[src/hw/rtl/lzss_ring_decompressor_defines.svh]
// Assertion macros shared by the LZSS ring decompressor modules.
`ifndef LZSS_RING_DECOMPRESSOR_DEFINES_SVH
`define LZSS_RING_DECOMPRESSOR_DEFINES_SVH

// The condition holds at every clock edge outside reset.
`define LZRD_ASSERT_HOLDS(label, clk, rst_n, cond, msg) \
    label: assert property (@(posedge clk) disable iff (!(rst_n)) (cond)) else $error(msg);

// When the trigger holds, the consequence holds at the following edge.
`define LZRD_ASSERT_NEXT(label, clk, rst_n, trig, cons, msg) \
    label: assert property (@(posedge clk) disable iff (!(rst_n)) (trig) |=> (cons)) \
        else $error(msg);

`endif

[src/hw/rtl/lzrd_pkg.sv]
// Shared types and constants of the LZSS ring decompressor.
package lzrd_pkg;

    // History ring geometry and start position of the write pointer.
    localparam int RING_DEPTH = 4096;
    localparam int RING_AW = $clog2(RING_DEPTH);
    localparam logic [RING_AW-1:0] START_POINTER = 12'hfee;

    // Longest copy a reference can ask for (length field plus three).
    localparam int MAX_COPY = 18;
    localparam int LEN_W = $clog2(MAX_COPY + 1);
    localparam logic [LEN_W-1:0] MIN_MATCH = 5'd3;

    // Depth of the command queue between the parser and the executor.
    localparam int QUEUE_DEPTH = 4;
    localparam int QUEUE_AW = $clog2(QUEUE_DEPTH);
    localparam int QUEUE_CW = $clog2(QUEUE_DEPTH + 1);

    // Input item kinds carried on tuser.
    localparam logic IN_DATA = 1'b0;
    localparam logic IN_START = 1'b1;

    // Configuration register indexes.
    localparam logic REG_INVERT = 1'b0;
    localparam logic REG_OUT_LEN = 1'b1;

    // Commands passed from the parser to the executor.
    typedef enum logic [1:0] {
        CMD_LIT,
        CMD_COPY,
        CMD_CLEAR
    } t_cmd_kind;

    typedef struct packed {
        t_cmd_kind             kind;
        logic [7:0]            lit;
        logic [RING_AW-1:0]    pos;
        logic [LEN_W-1:0]      len;
        logic                  ends;
    } t_cmd;

    // Queue status seen by both sides.
    typedef struct packed {
        logic full;
        logic empty;
    } t_queue_stat;

endpackage

[src/hw/rtl/lzrd_front.sv]
// Parser: accepts compressed items, tracks flags and turns tokens into commands.
module lzrd_front (
    input  logic                   i_clk,
    input  logic                   i_rst_n,
    input  logic                   i_valid,
    output logic                   o_ready,
    input  logic                   i_cmd,
    input  logic [7:0]             i_byte,
    input  logic                   i_invert,
    input  logic [31:0]            i_out_len,
    input  lzrd_pkg::t_queue_stat  i_q_stat,
    input  logic                   i_init_busy,
    output logic                   o_push,
    output lzrd_pkg::t_cmd         o_cmd
);

    logic [7:0]  r_flag_bits, n_flag_bits;
    logic [3:0]  r_flags_left, n_flags_left;
    logic        r_phase, n_phase;
    logic [7:0]  r_ref_low, n_ref_low;
    logic [31:0] r_issued, n_issued;
    logic        r_done, n_done;

    logic                      w_acc;
    logic [7:0]                w_b;
    logic [31:0]               w_remain;
    logic [lzrd_pkg::LEN_W-1:0] w_len;
    logic [lzrd_pkg::LEN_W-1:0] w_eff;
    logic                      w_finished;

    // Items are taken while the queue has room and the ring is not being initialised.
    assign o_ready = !i_q_stat.full && !i_init_busy;
    assign w_acc = i_valid && o_ready;

    assign w_b = i_invert ? ~i_byte : i_byte;
    assign w_remain = i_out_len - r_issued;
    assign w_len = {1'b0, r_ref_low[3:0]} + lzrd_pkg::MIN_MATCH;
    assign w_eff = (w_remain < {27'b0, w_len}) ? w_remain[lzrd_pkg::LEN_W-1:0] : w_len;
    assign w_finished = r_done || (r_issued >= i_out_len);

    // Parse one item and decide which command, if any, it produces.
    always_comb begin
        n_flag_bits = r_flag_bits;
        n_flags_left = r_flags_left;
        n_phase = r_phase;
        n_ref_low = r_ref_low;
        n_issued = r_issued;
        n_done = r_done;
        o_push = 1'b0;
        o_cmd.kind = lzrd_pkg::CMD_LIT;
        o_cmd.lit = w_b;
        o_cmd.pos = {w_b, r_ref_low[7:4]};
        o_cmd.len = w_eff;
        o_cmd.ends = 1'b0;
        if (w_acc) begin
            priority if (i_cmd == lzrd_pkg::IN_START) begin
                n_flag_bits = '0;
                n_flags_left = '0;
                n_phase = 1'b0;
                n_ref_low = '0;
                n_issued = '0;
                n_done = 1'b0;
                o_push = 1'b1;
                o_cmd.kind = lzrd_pkg::CMD_CLEAR;
            end else if (w_finished) begin
                // Stream complete: data bytes are dropped.
            end else if (r_phase) begin
                // High byte of a reference: issue the copy, clipped at the length.
                n_phase = 1'b0;
                o_push = 1'b1;
                o_cmd.kind = lzrd_pkg::CMD_COPY;
                o_cmd.ends = (w_remain <= {27'b0, w_len});
                n_issued = r_issued + {27'b0, w_eff};
                n_done = r_done || o_cmd.ends;
                n_flag_bits = {r_flag_bits[6:0], 1'b0};
                if (r_flags_left != '0) begin
                    n_flags_left = r_flags_left - 4'd1;
                end
            end else if (r_flags_left == '0) begin
                n_flag_bits = w_b;
                n_flags_left = 4'd8;
            end else if (r_flag_bits[7]) begin
                o_push = 1'b1;
                o_cmd.kind = lzrd_pkg::CMD_LIT;
                o_cmd.ends = (w_remain == 32'd1);
                o_cmd.len = 5'd1;
                n_issued = r_issued + 32'd1;
                n_done = r_done || o_cmd.ends;
                n_flag_bits = {r_flag_bits[6:0], 1'b0};
                n_flags_left = r_flags_left - 4'd1;
            end else begin
                n_ref_low = w_b;
                n_phase = 1'b1;
            end
        end
    end

    // Parser state.
    always_ff @(posedge i_clk) begin
        if (!i_rst_n) begin
            r_flag_bits <= '0;
            r_flags_left <= '0;
            r_phase <= 1'b0;
            r_ref_low <= '0;
            r_issued <= '0;
            r_done <= 1'b0;
        end else begin
            r_flag_bits <= n_flag_bits;
            r_flags_left <= n_flags_left;
            r_phase <= n_phase;
            r_ref_low <= n_ref_low;
            r_issued <= n_issued;
            r_done <= n_done;
        end
    end

endmodule

[config.mk]
export PLATFORM = sky130hd
export DESIGN_NAME = lzrd_front
export DESIGN_NICKNAME = d
export VERILOG_FILES = /design/src/hw/rtl/lzss_ring_decompressor_defines.svh /design/src/hw/rtl/lzrd_pkg.sv /design/src/hw/rtl/lzrd_front.sv
export SDC_FILE = /design/constraint.sdc
export NUM_CORES = 1
export LEC_CHECK = 0
export BUFFER_PORTS_ARGS = -buffer_cell sky130_fd_sc_hd__buf_4
export CORE_ASPECT_RATIO = 1.1
export CORE_MARGIN = 4
export CORE_UTILIZATION = 40
export DETAILED_ROUTE_END_ITERATION = 7
export SYNTH_ARGS = -nofsm -noshare
export SYNTH_HDL_FRONTEND = slang
export SYNTH_SLANG_ARGS = --single-unit
[constraint.sdc]
create_clock -name i_clk -period 6.7 [get_ports i_clk]
set_clock_uncertainty 0.2 [all_clocks]
set_input_delay 1.34 -clock i_clk [delete_from_list [all_inputs] [get_ports i_clk]]
set_output_delay 1.34 -clock i_clk [all_outputs]
set_load 0.005 [all_outputs]
==> flow_summary.json <==
{
  "synth-compound-area-share": 0.206,
  "pre_cts_ws_ps": 25.4,
  "use_met2": 0.358,
  "cts_buffer_depth": 2,
  "seq_power_share": 0.375,
  "total_leakage_power_nw": 2.41,
  "routed_via_density": 5.64,
  "drtIter0Drc": 439,
  "yosysTopAreaCellShare": 0.201,
  "synth_top_family_by_area": "simple AND/OR/NAND/NOR gates",
  "drive_gt1_frac": 0.156,
  "ys_types": 64,
  "hold_viol": 0,
  "startpoint_type": "input port",
  "grt_usage": 0.205,
  "diodes": 0,
  "yosys-top-cells-area": "dfxtp_1 20%, ha_1 10%, xnor2_1 7.3%, nor2_1 7.0%, a21oi_1 5.3%",
  "switching_power_uw": 268,
  "syn_inst": 751,
  "dieHeight_um": 130,
  "cap_violations": 0,
  "setup_slack_ps": 301,
  "fin_cells": 976,
  "fillers": 1387,
  "final-seq-area_um2": 1080,
  "synth_ff_type": "dfxtp_1",
  "gp_congestion": 0.908,
  "period_minus_slack_ps": 6400,
  "portBuffers": 76,
  "clk_pin_slew_ps": 80,
  "cts_max_level": 2,
  "areaGrowthSynthToFinish_pct": 17.1,
  "rsz0062_at_grt": "false",
  "hold_buffers": 0,
  "syn_area_um2": 5390,
  "synth_top_area_cell": "dfxtp_1",
  "cp.arrival_ps": 4860,
  "pwr-share-clk": 0.364,
  "hold_ws_ps": 272,
  "setup_viol": 0,
  "rows": 44,
  "syn_avg_cell_area_um2": 7.18,
  "crit_type": "in -> out",
  "comb_power_share": 0.260,
  "synthAdderAreaFrac": 0.112,
  "switching_share": 0.308,
  "report.final.slew_viol_count": 0,
  "async_flop_share": 0,
  "dieArea_um2": 15400,
  "outcome": "complete, no violations",
  "synth_seq_cells": 54,
  "synthMuxAreaShare": 0.0316,
  "routedWlPerCell_um": 16.4,
  "final_antenna_net_count": 0,
  "synth-edff-count": 0,
  "grt_util_met1": 0.262,
  "use_met3": 0.0355,
  "ys.warnings.count": 0,
  "grt_pass1_wl_mm": 25.8,
  "wirelength_mm": 16.0,
  "cts_buffers": 5,
  "root_buffer": "clkbuf_16",
  "initial_core_util": 0.408,
  "r2r_slack_ps": 1160,
  "syn-num-nets": 846,
  "slew_headroom": 0.262,
  "grt_max_degree": 29,
  "ir_drop_mv": 0.0924,
  "core_um2": 13200,
  "p_int_uw": 601,
  "die_x_um": 119,
  "fmax_ghz": 0.156,
  "cp.required_ps": 5160,
  "cp-end-kind": "output port",
  "antenna_found_initial": 0,
  "p_per_area_nw_per_um2": 138,
  "grt-busiest-layer": "met2",
  "fin_nets": 909,
  "clock_latency_ps": 310,
  "dp_cells": 968,
  "fin_util": 0.478,
  "synth_xor_area_frac": 0.0861,
  "cts_sinks": 54,
  "grt_overflow_total": 0,
  "drc": 0,
  "dp_hpwl_mm": 12.7,
  "post-route-period-util": 0.955,
  "tns_ps": 0,
  "vias": 5500,
  "ys_seq_area_frac": 0.201,
  "cts_tree": "yes",
  "worst_hold_path_type": "reg -> reg",
  "tightest_slew_ps": 1100,
  "multi_input_area_um2": 3870,
  "synthSimpleGateAreaFrac": 0.280,
  "cp_max_fo": 4,
  "detailedRoute.firstPassIterationCount": 5,
  "grt_pass1_vias": 5300,
  "ios": 78
}
## registers in the layout, summed over array words and instances, names as in the netlist
register,count
r_issued,32
r_flags_left,4
r_done,1
r_phase,1
r_flag_bits,8
r_ref_low,8
## synthesized netlist by cell type (6+ instances only)
| cell type | number |
|---|---|
| a211oi_1 | 8 |
| nor2_1 | 101 |
| dfxtp_1 | 54 |
| xor2_1 | 8 |
| o21ai_1 | 6 |
| ha_1 | 45 |
| o211ai_1 | 8 |
| nand3_1 | 24 |
| clkbuf_1 | 23 |
| buf_4 | 12 |
| a31oi_1 | 8 |
| o21a_1 | 11 |
| and2_1 | 7 |
| o21ai_0 | 28 |
| nand2_1 | 58 |
| o22a_1 | 9 |
| xnor2_1 | 45 |
| inv_1 | 62 |
| nor2b_1 | 13 |
| nor4_1 | 11 |
| nand2b_1 | 9 |
| buf_2 | 7 |
| mux2i_1 | 8 |
| a21oi_1 | 57 |
| and3_1 | 10 |
| mux2_2 | 8 |
| nor3_1 | 26 |
| nand4_1 | 11 |
## cell usage in the layout, fill, tap and decap left out, types with 7 or more instances in the layout
| master | synthesis | final |
|---|---|---|
| mux2_2 | 8 | 8 |
| nor2_1 | 101 | 101 |
| a21oi_1 | 57 | 57 |
| o21a_1 | 11 | 11 |
| xor2_1 | 8 | 8 |
| nand2b_1 | 9 | 9 |
| a211oi_1 | 8 | 8 |
| nand4_1 | 11 | 11 |
| o22a_1 | 9 | 9 |
| o21ai_0 | 28 | 28 |
| buf_4 | 12 | 98 |
| nor2b_1 | 13 | 13 |
| dfxtp_1 | 54 | 54 |
| ha_1 | 45 | 45 |
| mux2i_1 | 8 | 8 |
| and2_1 | 7 | 7 |
| nor3_1 | 26 | 26 |
| inv_1 | 62 | 62 |
| o211ai_1 | 8 | 8 |
| a31oi_1 | 8 | 7 |
| nand3_1 | 24 | 24 |
| nand2_1 | 58 | 58 |
| xnor2_1 | 45 | 45 |
| nor4_1 | 11 | 10 |
| and3_1 | 10 | 10 |
## power by group through the flow
stage	logic (mW)	registers, mW	clock network, mW
CTS	0.225	0.326	0.327
global placement	0.221	0.333	0
finish	0.226	0.326	0.317
detailed placement	0.223	0.334	0
floorplan	0.147	0.333	0
global route	0.250	0.327	0.341
## area by class of cell
type	count	share of cell area
Clock inverter	3	0.00753
Sequential cell	54	0.171
Timing Repair Buffer	99	0.120
Clock buffer	5	0.0198
Tap cell	161	0.0319
Inverter	62	0.0369
Multi-Input combinational cell	592	0.613
## cell families after synthesis
logic type,after synthesis
AO/OA/AOI/OAI,173
XOR/XNOR,53
adder cells (fa/ha/maj),47
buffers and inverters,105
flip-flops,54
multiplexers,16
AND/OR/NAND/NOR,303
## metal layers
layer	part of all wire	vias up
met1	0.45	2560
met3	0.059	16
met5	0	-
met2	0.48	169
li1	-	2755
met4	0.015	0
## worst paths after layout
| kind | endpoint | cells past startpoint | start |
|---|---|---|---|
| max reg2reg | r_issued[26] | 22 | r_issued[0] |
| max | o_cmd[0] | 16 | i_out_len[0] |
| min reg2reg | r_done | 2 | r_done |
| min | r_done | 2 | r_done |
## critical path: stages
cell	delay (ps)
buf_4	80
inv_1	30
ha_1	210
fa_1	400
nand2b_1	180
a21oi_1	290
o2111ai_1	270
nand3_1	170
mux2_2	350
a21oi_1	110
nor4b_2	200
nand4_1	210
buf_4	200
or4_1	580
nor2_1	130
buf_4	110
## metrics by stage
stage	cell area [um2]	power, mW
5_1_grt	6310	0.918
6_report	6310	0.869
3_3_place_gp	6130	0.554
4_1_cts	6300	0.877
3_5_place_dp	6130	0.557
2_1_floorplan	5390	0.480
## repair_timing
action	CTS	global route
setup buffers	0	0
endpoints found under the setup margin	0	4
resized for setup	0	2
(Power assumes the default switching activity.)
