`config.mk`:
```
export PLATFORM = sky130hd
export DESIGN_NAME = lzrd_queue
export DESIGN_NICKNAME = d
export VERILOG_FILES = /design/src/hw/rtl/lzss_ring_decompressor_defines.svh /design/src/hw/rtl/lzrd_pkg.sv /design/src/hw/rtl/lzrd_queue.sv
export SDC_FILE = /design/constraint.sdc
export NUM_CORES = 1
export LEC_CHECK = 0
export BUFFER_PORTS_ARGS = -buffer_cell sky130_fd_sc_hd__buf_2
export CORE_AREA = 2 2 126 128
export CTS_CLUSTER_SIZE = 40
export DETAILED_ROUTE_END_ITERATION = 8
export DIE_AREA = 0 0 128 130
export PLACE_DENSITY_LB_ADDON = 0.05
export SYNTH_ARGS = -nofsm -noshare
export SYNTH_HDL_FRONTEND = slang
export SYNTH_SLANG_ARGS = --single-unit
```
`constraint.sdc`:
```
create_clock -name i_clk -period 4.3 [get_ports i_clk]
set_input_delay 0.86 -clock i_clk [delete_from_list [all_inputs] [get_ports i_clk]]
set_output_delay 0.86 -clock i_clk [all_outputs]
set_load 0.1 [all_outputs]
```
`src/hw/rtl/lzss_ring_decompressor_defines.svh`:
```
// Assertion macros shared by the LZSS ring decompressor modules.
`ifndef LZSS_RING_DECOMPRESSOR_DEFINES_SVH
`define LZSS_RING_DECOMPRESSOR_DEFINES_SVH

// The condition holds at every clock edge outside reset.
`define LZRD_ASSERT_HOLDS(label, clk, rst_n, cond, msg) \
    label: assert property (@(posedge clk) disable iff (!(rst_n)) (cond)) else $error(msg);

// When the trigger holds, the consequence holds at the following edge.
`define LZRD_ASSERT_NEXT(label, clk, rst_n, trig, cons, msg) \
    label: assert property (@(posedge clk) disable iff (!(rst_n)) (trig) |=> (cons)) \
        else $error(msg);

`endif

```
`src/hw/rtl/lzrd_pkg.sv`:
```
// Shared types and constants of the LZSS ring decompressor.
package lzrd_pkg;

    // History ring geometry and start position of the write pointer.
    localparam int RING_DEPTH = 4096;
    localparam int RING_AW = $clog2(RING_DEPTH);
    localparam logic [RING_AW-1:0] START_POINTER = 12'hfee;

    // Longest copy a reference can ask for (length field plus three).
    localparam int MAX_COPY = 18;
    localparam int LEN_W = $clog2(MAX_COPY + 1);
    localparam logic [LEN_W-1:0] MIN_MATCH = 5'd3;

    // Depth of the command queue between the parser and the executor.
    localparam int QUEUE_DEPTH = 4;
    localparam int QUEUE_AW = $clog2(QUEUE_DEPTH);
    localparam int QUEUE_CW = $clog2(QUEUE_DEPTH + 1);

    // Input item kinds carried on tuser.
    localparam logic IN_DATA = 1'b0;
    localparam logic IN_START = 1'b1;

    // Configuration register indexes.
    localparam logic REG_INVERT = 1'b0;
    localparam logic REG_OUT_LEN = 1'b1;

    // Commands passed from the parser to the executor.
    typedef enum logic [1:0] {
        CMD_LIT,
        CMD_COPY,
        CMD_CLEAR
    } t_cmd_kind;

    typedef struct packed {
        t_cmd_kind             kind;
        logic [7:0]            lit;
        logic [RING_AW-1:0]    pos;
        logic [LEN_W-1:0]      len;
        logic                  ends;
    } t_cmd;

    // Queue status seen by both sides.
    typedef struct packed {
        logic full;
        logic empty;
    } t_queue_stat;

endpackage

```
`src/hw/rtl/lzrd_queue.sv`:
```
// Short command queue between the parser and the executor.
module lzrd_queue (
    input  logic                   i_clk,
    input  logic                   i_rst_n,
    input  logic                   i_push,
    input  lzrd_pkg::t_cmd         i_cmd,
    input  logic                   i_pop,
    output lzrd_pkg::t_cmd         o_cmd,
    output lzrd_pkg::t_queue_stat  o_stat
);

    lzrd_pkg::t_cmd                r_mem [lzrd_pkg::QUEUE_DEPTH];
    logic [lzrd_pkg::QUEUE_AW-1:0] r_wr_ptr;
    logic [lzrd_pkg::QUEUE_AW-1:0] r_rd_ptr;
    logic [lzrd_pkg::QUEUE_CW-1:0] r_count;

    assign o_stat.full = (r_count == lzrd_pkg::QUEUE_CW'(lzrd_pkg::QUEUE_DEPTH));
    assign o_stat.empty = (r_count == '0);
    assign o_cmd = r_mem[r_rd_ptr];

    // Entry storage.
    always_ff @(posedge i_clk) begin
        if (i_push) begin
            r_mem[r_wr_ptr] <= i_cmd;
        end
    end

    // Pointers and fill count.
    always_ff @(posedge i_clk) begin
        if (!i_rst_n) begin
            r_wr_ptr <= '0;
            r_rd_ptr <= '0;
            r_count <= '0;
        end else begin
            if (i_push) begin
                r_wr_ptr <= r_wr_ptr + 1'b1;
            end
            if (i_pop) begin
                r_rd_ptr <= r_rd_ptr + 1'b1;
            end
            if (i_push && !i_pop) begin
                r_count <= r_count + 1'b1;
            end else if (i_pop && !i_push) begin
                r_count <= r_count - 1'b1;
            end
        end
    end

endmodule

```
==> summary.md, run 1 <==
| Metric | Value |
|---|---|
| Remaining antenna violation count | 0 |
| CTS tree | yes |
| Post-cts sizing count | 0 |
| RSZ-0062 raised after global routing | false |
| Pins over their slew limit | 0 |
| Via-per-instance ratio | 4.42 |
| Commonest non-fill, non-tap cell in the layout | edfxtp_1 |
| Initial Util | 29.4% |
| Final nets | 302 |
| GR Overflow Total | 0 |
| Core Area | 15400 µm² |
| Die ar. | 16600 µm² |
| Post-CTS setup repair buffer count | 0 |
| Worst EP required | 3.44 ns |
| Routability Congestion | 0.666 |
| Pin count of the biggest net entering global routing | 29 |
| FILL cells | 1426 |
| CTS sink count | 121 |
| Post-Syn Instances | 189 |
| Switching power | 935 µW |
| Tmin final | 3.29 ns |
| CTS buffer count | 17 |
| Power per Cell Area | 606 nW/µm² |
| Die height | 130 µm |
| Internal power | 2500 µW |
| Area growth, synth to finish | 24.9% |
| DRT Pass-1 Iters | 4 |
| Worst-Margin Slew | 0.872 ns |
| Kind of critical path | reg2out |
| Gr usage total | 10.9% |
| WL/cell | 18.0 µm |
| Final setup violation count | 0 |
| Max_slew headroom | 41.9% |
| Yosys cell types | 21 |
| Std cell rows | 46 |
| Final WL | 8.43 mm |
| Max Fclk | 0.304 GHz |
| Clock network latency to the later pin of the worst-skew pair | 0.41 ns |
| Maximum vdd drop | 0.000265 V |
| Root buf cell | clkbuf_16 |
| Vias in the first global route | 2171 |
| IO buf count | 61 |
| Worst Path Arrival | 2.43 ns |
| Hold slack final | 0.505 ns |
| Final Skew | 0.00925 ns |
| Final Hold Viols | 0 |
| Warnings, synthesis | 0 |
| H-tree depth | 4 |
| Antenna diode count | 0 |
| DR DRC count | 0 |
| Post-synthesis register bit count | 121 |
| Final Core Density | 36.7% |
| Synthesized area | 4540 µm² |
| Die Width | 128 µm |
| Register area share after synthesis | 78.1% |
| Sw frac | 27.2% |
| Hold_buf cts | 0 |
| IO Count | 62 |
| Critical path endpoint category | primary output |
| Final Cycle Share | 76.4% |
| Crit Path Max Fanout | 18 |
| Via count | 2071 |
| Initial antenna violation count | 1 |
| CTS clk-pin slew, worst paths | 0.05 ns |
| Final TNS setup | 0 ns |
| Clock network fraction of design power | 43.6% |
| Static Leakage | 0.00197 µW |
| Status | finished clean |
| Most frequent cells in the layout | 112 x edfxtp_1, 61 x buf_2, 20 x mux4_2, 17 x clkbuf_16, 8 x mux4_1 |
| Mapped Avg Cell Area | 24.0 µm² |
| Share of cells above drive strength 1 | 41.9% |
| Initial DRC Count | 73 |
| Worst hold path type | reg2reg |
| Crit start category | flip-flop |
| CTS Buffer Depth | 2 |
| First-pass GRT wire length | 12.5 mm |
| Max-cap violations | 0 |
| Comb power frac | 15.9% |
| Sequential power share | 40.5% |
| Syn Nets | 227 |
[critical path, cell delays in order (launching register included)]
cell	delay, ns
dfxtp_2	0.76
buf_4	0.39
mux4_2	0.55
buf_2	0.31
[cells in the mapped netlist]
library cell  instances  area [µm²]
edfxtp_1            112        3360
mux4_2               20         450
and2_1                9        56.3
dfxtp_1               9         180
mux4_1                8         210
ha_1                  5        62.6
inv_1                 4        15.0
buf_2                 3        15.0
xor2_1                3        26.3
buf_12                2        40.0
mux2i_1               2        20.0
nor2b_1               2        12.5
xnor2_1               2        17.5
a21boi_0              1        7.51
buf_6                 1        11.3
fa_1                  1        20.0
nand2_1               1        3.75
nor3_1                1        5.00
nor3b_1               1        7.51
o21ai_0               1        5.00
or3_1                 1        6.26
[through the flow]
step / worst slack (ns) / instances / instance area (µm²) / power, µW
3_5_place_dp: 1.37 / 437 / 5030 / 1970
3_3_place_gp: 1.39 / 437 / 5030 / 1970
2_1_floorplan: 0.887 / 189 / 4540 / 1870
6_report: 1.01 / 469 / 5660 / 3430
4_1_cts: 0.925 / 469 / 5660 / 3480
5_1_grt: 0.873 / 469 / 5660 / 3550
[metal layers]
metal  GRT usage, %  part of all wire (%)  wire, µm  vias to the layer above
met2           17.2                    48      4090                       50
met5              0                  0.15        13                        -
met1           12.5                    44      3720                     1059
met3           4.47                   4.8       407                       19
met4           6.40                   2.4       204                        2
li1               -                     -         -                      941
[power by group through the flow]
stage | combinational (µW) | sequential [µW] | clock [µW]
after CTS | 554 | 1390 | 1530
after detailed placement | 553 | 1420 | 0
after global placement | 552 | 1420 | 0
after global routing | 570 | 1400 | 1580
final | 545 | 1390 | 1500
after floorplan | 481 | 1390 | 0
[final timing paths]
check	to	start	slack [ns]	depth (start not counted)
max	o_cmd[1]	flip-flop	1.01	3
min	r_count[2]	r_count[2]	0.51	2
max reg2reg	r_mem[0][15]	r_wr_ptr[0]	2.63	3
min reg2reg	r_count[2]	r_count[2]	0.51	2
[area by class of cell]
cell class	count	area, µm²	area share [%]
tap	192	240	4.24
inverter	4	15.0	0.265
multi-input combinational	58	916	16.2
clock inverter	7	138	2.43
sequential	121	3550	62.6
timing repair buffer	62	313	5.52
clock buffer	25	495	8.75
[state kept, by name, indices dropped and copies added (netlist names), named ones only]
name / count
r_count: 3
r_wr_ptr: 2
r_rd_ptr: 2
r_mem: 112
[cell families (layout without fill, tap and decap cells)]
family                   count (synthesis)  after routing  share of synthesized area, %
adder cells (fa/ha/maj)                  6              6                          1.82
buffers and inverters                   10             98                          1.79
XOR/XNOR                                 5              5                         0.966
AND/OR/NAND/NOR                         15             15                          2.01
flip-flops                             121            121                          78.1
AO/OA/AOI/OAI                            2              2                         0.276
multiplexers                            30             30                          15.0
No activity file was read; power rests on OpenSTA's default activity.
==> run 2, diff against run 1 <==
--- a/config.mk
+++ b/config.mk
@@ -5,11 +5,12 @@
 export SDC_FILE = /design/constraint.sdc
 export NUM_CORES = 1
 export LEC_CHECK = 0
+export ABC_AREA = 1
 export BUFFER_PORTS_ARGS = -buffer_cell sky130_fd_sc_hd__buf_2
-export CORE_AREA = 2 2 126 128
+export CORE_AREA = 2 2 127 129
 export CTS_CLUSTER_SIZE = 40
 export DETAILED_ROUTE_END_ITERATION = 8
-export DIE_AREA = 0 0 128 130
+export DIE_AREA = 0 0 129 131
 export PLACE_DENSITY_LB_ADDON = 0.05
 export SYNTH_ARGS = -nofsm -noshare
 export SYNTH_HDL_FRONTEND = slang
==> constraint.sdc (replaced) <==
create_clock -name i_clk -period 3 [get_ports i_clk]
set_input_delay 0.6 -clock i_clk [delete_from_list [all_inputs] [get_ports i_clk]]
set_output_delay 0.6 -clock i_clk [all_outputs]
set_load 0.1 [all_outputs]
==> run 2 against run 1 <==
Net effect: count of clock-buffer cells in the layout down 8; first-iteration DRC count up 120%; critical endpoint is now o_cmd[27]; via count up 36%; hold slack worse by 0.10 ns; synthesized area is 1.3% higher; register-to-register slack worse by 0.95 ns; highest routed layer is now met4; routed wire length increased by 21%; total power increased by 28%; global-route usage is 2.3 points higher; critical path type unchanged; cell area decreased by 0.11%; setup slack worse by 0.76 ns.
==> summary.md, run 2 <==
| Metric | Value |
|---|---|
| CTS Buffer Depth | 2 |
| Max_slew headroom | 60.8% |
| Pins over their slew limit | 0 |
| Most common cell in the netlist | edfxtp_1 |
| Max Fclk | 0.364 GHz |
| Syn Nets | 367 |
| Initial DRC Count | 164 |
| Clock network fraction of design power | 38.5% |
| Routability Congestion | 0.677 |
| Final WL | 10.2 mm |
| Crit start category | flip-flop |
| Crit Path Max Fanout | 56 |
| Max incr delay on CP | 0.49 ns |
| Final Cell Area | 5660 µm² |
| Share of cells above drive strength 1 | 24.5% |
| WL/cell | 16.1 µm |
| Die ar. | 16900 µm² |
| Post-cts sizing count | 0 |
| Final Cycle Share | 91.5% |
| Remaining antenna violation count | 0 |
| Via count | 2820 |
| DR DRC count | 0 |
| Comb power frac | 17.1% |
| Worst hold path type | in2reg |
| WL met3 | 412 µm |
| CTS buffer count | 17 |
| CTS sink count | 121 |
| GR Overflow Total | 0 |
| H-tree depth | 4 |
| Status | finished clean |
| Worst-Margin Slew | 0.588 ns |
| WL met1 | 4.71 mm |
| Synthesized area | 4600 µm² |
| Sequential power share | 44.4% |
| Register area share after synthesis | 77.1% |
| Internal power | 3070 µW |
| Final Skew | 0.0108 ns |
| Hold_buf cts | 0 |
| Post-synthesis register bit count | 121 |
| IO Count | 62 |
| DP HPWL | 5.92 mm |
| Static Leakage | 0.00206 µW |
| Final Hold Viols | 0 |
| Gr usage total | 13.2% |
| Area growth, synth to finish | 23.1% |
| R2R setup slack | 1.68 ns |
| RSZ-0062 raised after global routing | false |
| Switching power | 1320 µW |
| Max reg flops | 112 |
| Reg2reg end | r_mem[0][5] |
| Largest registers | r_mem (112), r_count (3) |
| Post-CTS setup repair buffer count | 0 |
| Crit path to | o_cmd[27] |
| IO buf count | 61 |
| Hold depth | 1 |
| Yosys cell types | 20 |
| Cell family with most CP delay | buffers and inverters |
| Critical path endpoint category | primary output |
| Worst path slowest cell | buf_4 |
| Most frequent cells after synthesis | 112 x edfxtp_1, 61 x nor2_1, 47 x o21ai_0 |
| Tmin final | 2.74 ns |
| Worst Path Arrival | 2.14 ns |
| Power per Cell Area | 776 nW/µm² |
| Biggest register | r_mem |
| Maximum vdd drop | 0.000374 V |
| CTS tree | yes |
| DR WL met2 | 4.88 mm |
| Post-Syn Instances | 329 |
| Max-cap violations | 0 |
| DRT Pass-1 Iters | 4 |
| Std cell rows | 46 |
| EDFF count, synth | 112 |
| Async SR Flop Fraction | 0% |
| CTS clk-pin slew, worst paths | 0.06 ns |
| Worst EP required | 2.40 ns |
| Most frequent cells in the layout | 112 x edfxtp_1, 61 x nor2_1, 61 x buf_2, 47 x o21ai_0, 28 x o22ai_1 |
| Initial Util | 29.5% |
| Warnings, synthesis | 0 |
| Die Width | 129 µm |
| Placed Area | 5170 µm² |
| Cell types occupying the most area after synthesis | edfxtp_1 73%, o21ai_0 5.1%, nor2_1 5.0% |
| DR top layer | met4 |
| Pin count of the biggest net entering global routing | 57 |
| Kind of critical path | reg2out |
| Synth Flop Type | edfxtp_1 |
| Hold slack final | 0.401 ns |
| Initial antenna violation count | 0 |
| Final setup violation count | 0 |
| Total Power | 4390 µW |
| Final nets | 443 |
| Final Core Density | 36.3% |
| Clock network latency to the later pin of the worst-skew pair | 0.41 ns |
| R2r startpoint | r_wr_ptr[0] |
| Levels on crit path | 4 |
| Vias in the first global route | 2889 |
| Die height | 131 µm |
| Mapped Avg Cell Area | 14.0 µm² |
| Yosys top cell area share | 73.2% |
| Antenna diode count | 0 |
| Crit path cell chain | buf_4, o21ai_0, o22ai_1, buf_2 |
| Core Area | 15600 µm² |
| Synth area leader | edfxtp_1 |
| Worst Reg-to-Reg Cells | 5 |
| Root buf cell | clkbuf_16 |
| Commonest non-fill, non-tap cell in the layout | edfxtp_1 |
| Sw frac | 30.1% |
| First-pass GRT wire length | 15.9 mm |
| Via-per-instance ratio | 4.46 |
| Crit path buffers/inverters | 2 |
==> run 2: worst min-delay path by stage <==
stage | startpoint | endpoint | slack (ns)
2_1_floorplan | r_rd_ptr[1] | flip-flop | 0.41
3_5_place_dp | r_rd_ptr[1] | r_rd_ptr[1] | 0.45
6_report | i_cmd[7] | r_mem[0][7] | 0.40
3_3_place_gp | r_rd_ptr[1] | r_rd_ptr[1] | 0.46
4_1_cts | i_cmd[24] | r_mem[3][24] | 0.38
5_1_grt | i_cmd[0] | r_mem[2][0] | 0.39
==> run 2: cell type report <==
class                   count  area [µm²]
clock buffers              17         425
clock inverters            13        65.1
fillers                  1533        9940
inverters                  17        63.8
multi-input cells         174         872
flip-flops and latches    121        3540
well taps                 216         270
repair buffers             74         415
==> run 2: per-layer routing <==
metal | vias to the layer above | global-route usage (%)
met5 | - | 0
met4 | 0 | 6.33
met3 | 11 | 4.28
met2 | 53 | 21.4
met1 | 1388 | 15.9
li1 | 1368 | -
==> run 2: per-stage QoR <==
stage / worst slack (ns) / std cells / TNS (ns)
after CTS: 0.213 / 632 / 0
after global placement: 0.668 / 602 / 0
after floorplan: -0.00844 / 329 / -0.0169
after detailed placement: 0.652 / 602 / 0
after global routing: 0.112 / 632 / 0
final: 0.256 / 632 / 0
==> run 2: power by group through the flow <==
| stage | Sequential (µW) | Clock (µW) | Combinational [µW] |
|---|---|---|---|
| floorplan | 1980 | 0 | 599 |
| global placement | 1980 | 0 | 762 |
| detailed placement | 1980 | 0 | 763 |
| CTS | 1950 | 1740 | 764 |
| global route | 1950 | 1810 | 798 |
| finish | 1950 | 1690 | 750 |
==> run 2: cell families after synthesis <==
kind of cell / Yosys count / synth area share, %
flops: 121 / 77.1
compound gates: 94 / 11.0
buf+inv: 34 / 3.92
simple gates: 74 / 6.18
fa+ha+maj: 6 / 1.80
==> run 3, diff against run 2 <==
==> constraint.sdc (replaced) <==
create_clock -name i_clk -period 3 [get_ports i_clk]
set_input_delay 0.6 -clock i_clk [delete_from_list [all_inputs] [get_ports i_clk]]
set_output_delay 0.6 -clock i_clk [all_outputs]
set_load 0.005 [all_outputs]
==> run 3 against run 2 <==
Net effect: largest power group unchanged; total power down 5.7%; hold slack gained 0.0051 ns; setup slack gained 0.32 ns; core utilization is 0.45 points higher; sequential share of layout area shrank 0.77 points; count of clock-buffer cells in the layout rose by 11; non-clock buffer count shrank 4; clock power rose by 9%; clock skew down 0.0040 ns; combinational power shrank 55%; via count shrank 1.3%; die area is the same.
==> summary.md, run 3 (same netlist as run 2, synthesis figures left out) <==
| Metric | Value |
|---|---|
| Largest registers | r_mem (112), r_count (3) |
| Pins over their slew limit | 0 |
| Final nets | 439 |
| Initial Util | 29.5% |
| Initial antenna violation count | 0 |
| DR DRC count | 0 |
| Final WL | 10.3 mm |
| Die height | 131 µm |
| Antenna diode count | 0 |
| Final Hold Viols | 0 |
| CTS Buffer Depth | 2 |
| WL/cell | 16.4 µm |
| Area growth, synth to finish | 24.6% |
| Clock network latency to the later pin of the worst-skew pair | 0.41 ns |
| Worst-Margin Slew | 0.619 ns |
| Max-cap violations | 0 |
| Max_slew headroom | 58.7% |
| Max reg flops | 112 |
| Initial DRC Count | 169 |
| R2r startpoint | r_wr_ptr[0] |
| Die Width | 129 µm |
| Most used routing layer | met2 |
| First-pass GRT wire length | 15.7 mm |
| Worst hold path type | in2reg |
| Status | finished clean |
| IO Count | 62 |
| Post-CTS setup repair buffer count | 0 |
| Crit Path Max Fanout | 30 |
| CTS sink count | 121 |
| Gr usage total | 13.0% |
| Share of cells above drive strength 1 | 22.9% |
| CTS tree | yes |
| Final Skew | 0.00671 ns |
| Via count | 2783 |
| DRT Pass-1 Iters | 4 |
| M1 GR Usage | 16.6% |
| M3 GR Usage | 5.13% |
| Kind of critical path | reg2out |
| Crit start category | flip-flop |
| Final TNS setup | 0 ns |
| RSZ-0062 raised after global routing | false |
| Via-per-instance ratio | 4.42 |
| Commonest non-fill, non-tap cell in the layout | edfxtp_1 |
| Worst EP required | 2.40 ns |
| Pin count of the biggest net entering global routing | 57 |
| Root buf cell | clkbuf_16 |
| Routability Congestion | 0.707 |
| Die ar. | 16900 µm² |
| Final setup violation count | 0 |
| Final Cell Area | 5730 µm² |
| Critical path endpoint category | primary output |
| Vias in the first global route | 2792 |
| Post-cts sizing count | 0 |
| Tmin final | 2.42 ns |
| Biggest register | r_mem |
| GR Overflow Total | 0 |
| Remaining antenna violation count | 0 |
| Core Area | 15600 µm² |
| IO buf count | 61 |
| Worst hold start | i_cmd[12] |
| CTS buffer count | 17 |
| Total Power | 4140 µW |
| H-tree depth | 4 |
| Most frequent cells in the layout | 112 x edfxtp_1, 61 x nor2_1, 61 x buf_2, 47 x o21ai_0, 28 x o22ai_1 |
| Final Cycle Share | 80.7% |
| CTS clk-pin slew, worst paths | 0.05 ns |
| Hold_buf cts | 0 |
| DP HPWL | 5.94 mm |
| Power per Cell Area | 723 nW/µm² |
| Placed Area | 5190 µm² |
| Max Fclk | 0.413 GHz |
| Maximum vdd drop | 0.000379 V |
| Std cell rows | 46 |
| Met2 usage | 20.2% |
| Worst Path Arrival | 1.82 ns |
| Static Leakage | 0.00208 µW |
[run 3: cell count changes in the layout (fill, tap and decap cells not counted)]
cell / before / now
clkinv_1: 5 / 2
buf_12: 1 / 5
bufinv_16: 0 / 1
clkbuf_8: 0 / 3
clkinv_2: 7 / 2
clkinvlp_4: 2 / 0
buf_4: 12 / 4
clkbuf_1: 0 / 8
[run 3: cell type report]
| type | count | area [µm²] |
|---|---|---|
| sequential | 121 | 3540 |
| clock inverter | 4 | 43.8 |
| clock buffer | 28 | 497 |
| fill | 1509 | 9870 |
| timing repair buffer | 70 | 435 |
| multi-input combinational | 174 | 872 |
| inverter | 17 | 63.8 |
| tap | 216 | 270 |
[run 3: power breakdown]
group | switching (µW) | total (µW) | leakage (µW) | internal, µW
Sequential | 21.2 | 1950 | 0.00110 | 1930
Clock | 654 | 1850 | 0.000264 | 1200
Combinational | 212 | 339 | 0.000708 | 127
Total | 887 | 4140 | 0.00208 | 3250
[run 3: stage by stage]
stage          setup WS, ns  utilization [%]  hold slack (ns)  instances
3_5_place_dp          0.944             33.3            0.471        598
5_1_grt               0.416             36.7            0.387        630
6_report              0.578             36.7            0.407        630
4_1_cts               0.497             36.7            0.375        630
2_1_floorplan          1.40                -            0.412        329
3_3_place_gp          0.948             33.3            0.471        598
[run 3: worst paths after layout]
check	cells past startpoint	slack (ns)	end
worst min register to register	1	0.47	r_rd_ptr[1]
worst min-delay path	1	0.41	r_mem[1][12]
worst max register to register	5	1.38	r_mem[2][11]
worst max-delay path	5	0.58	o_cmd[2]
[run 3: worst max-delay path: stages, from the launching register on]
cell and delay, ns:
dfxtp_2 0.31, inv_2 0.40, buf_12 0.27, nor2_1 0.06, o22ai_1 0.21, buf_2 0.16
[run 3: layer usage]
layer | part of all wire (%) | routed length (µm)
met5 | 0 | 0
met4 | 1.1 | 115
met3 | 4.8 | 499
met2 | 47 | 4830
met1 | 47 | 4880
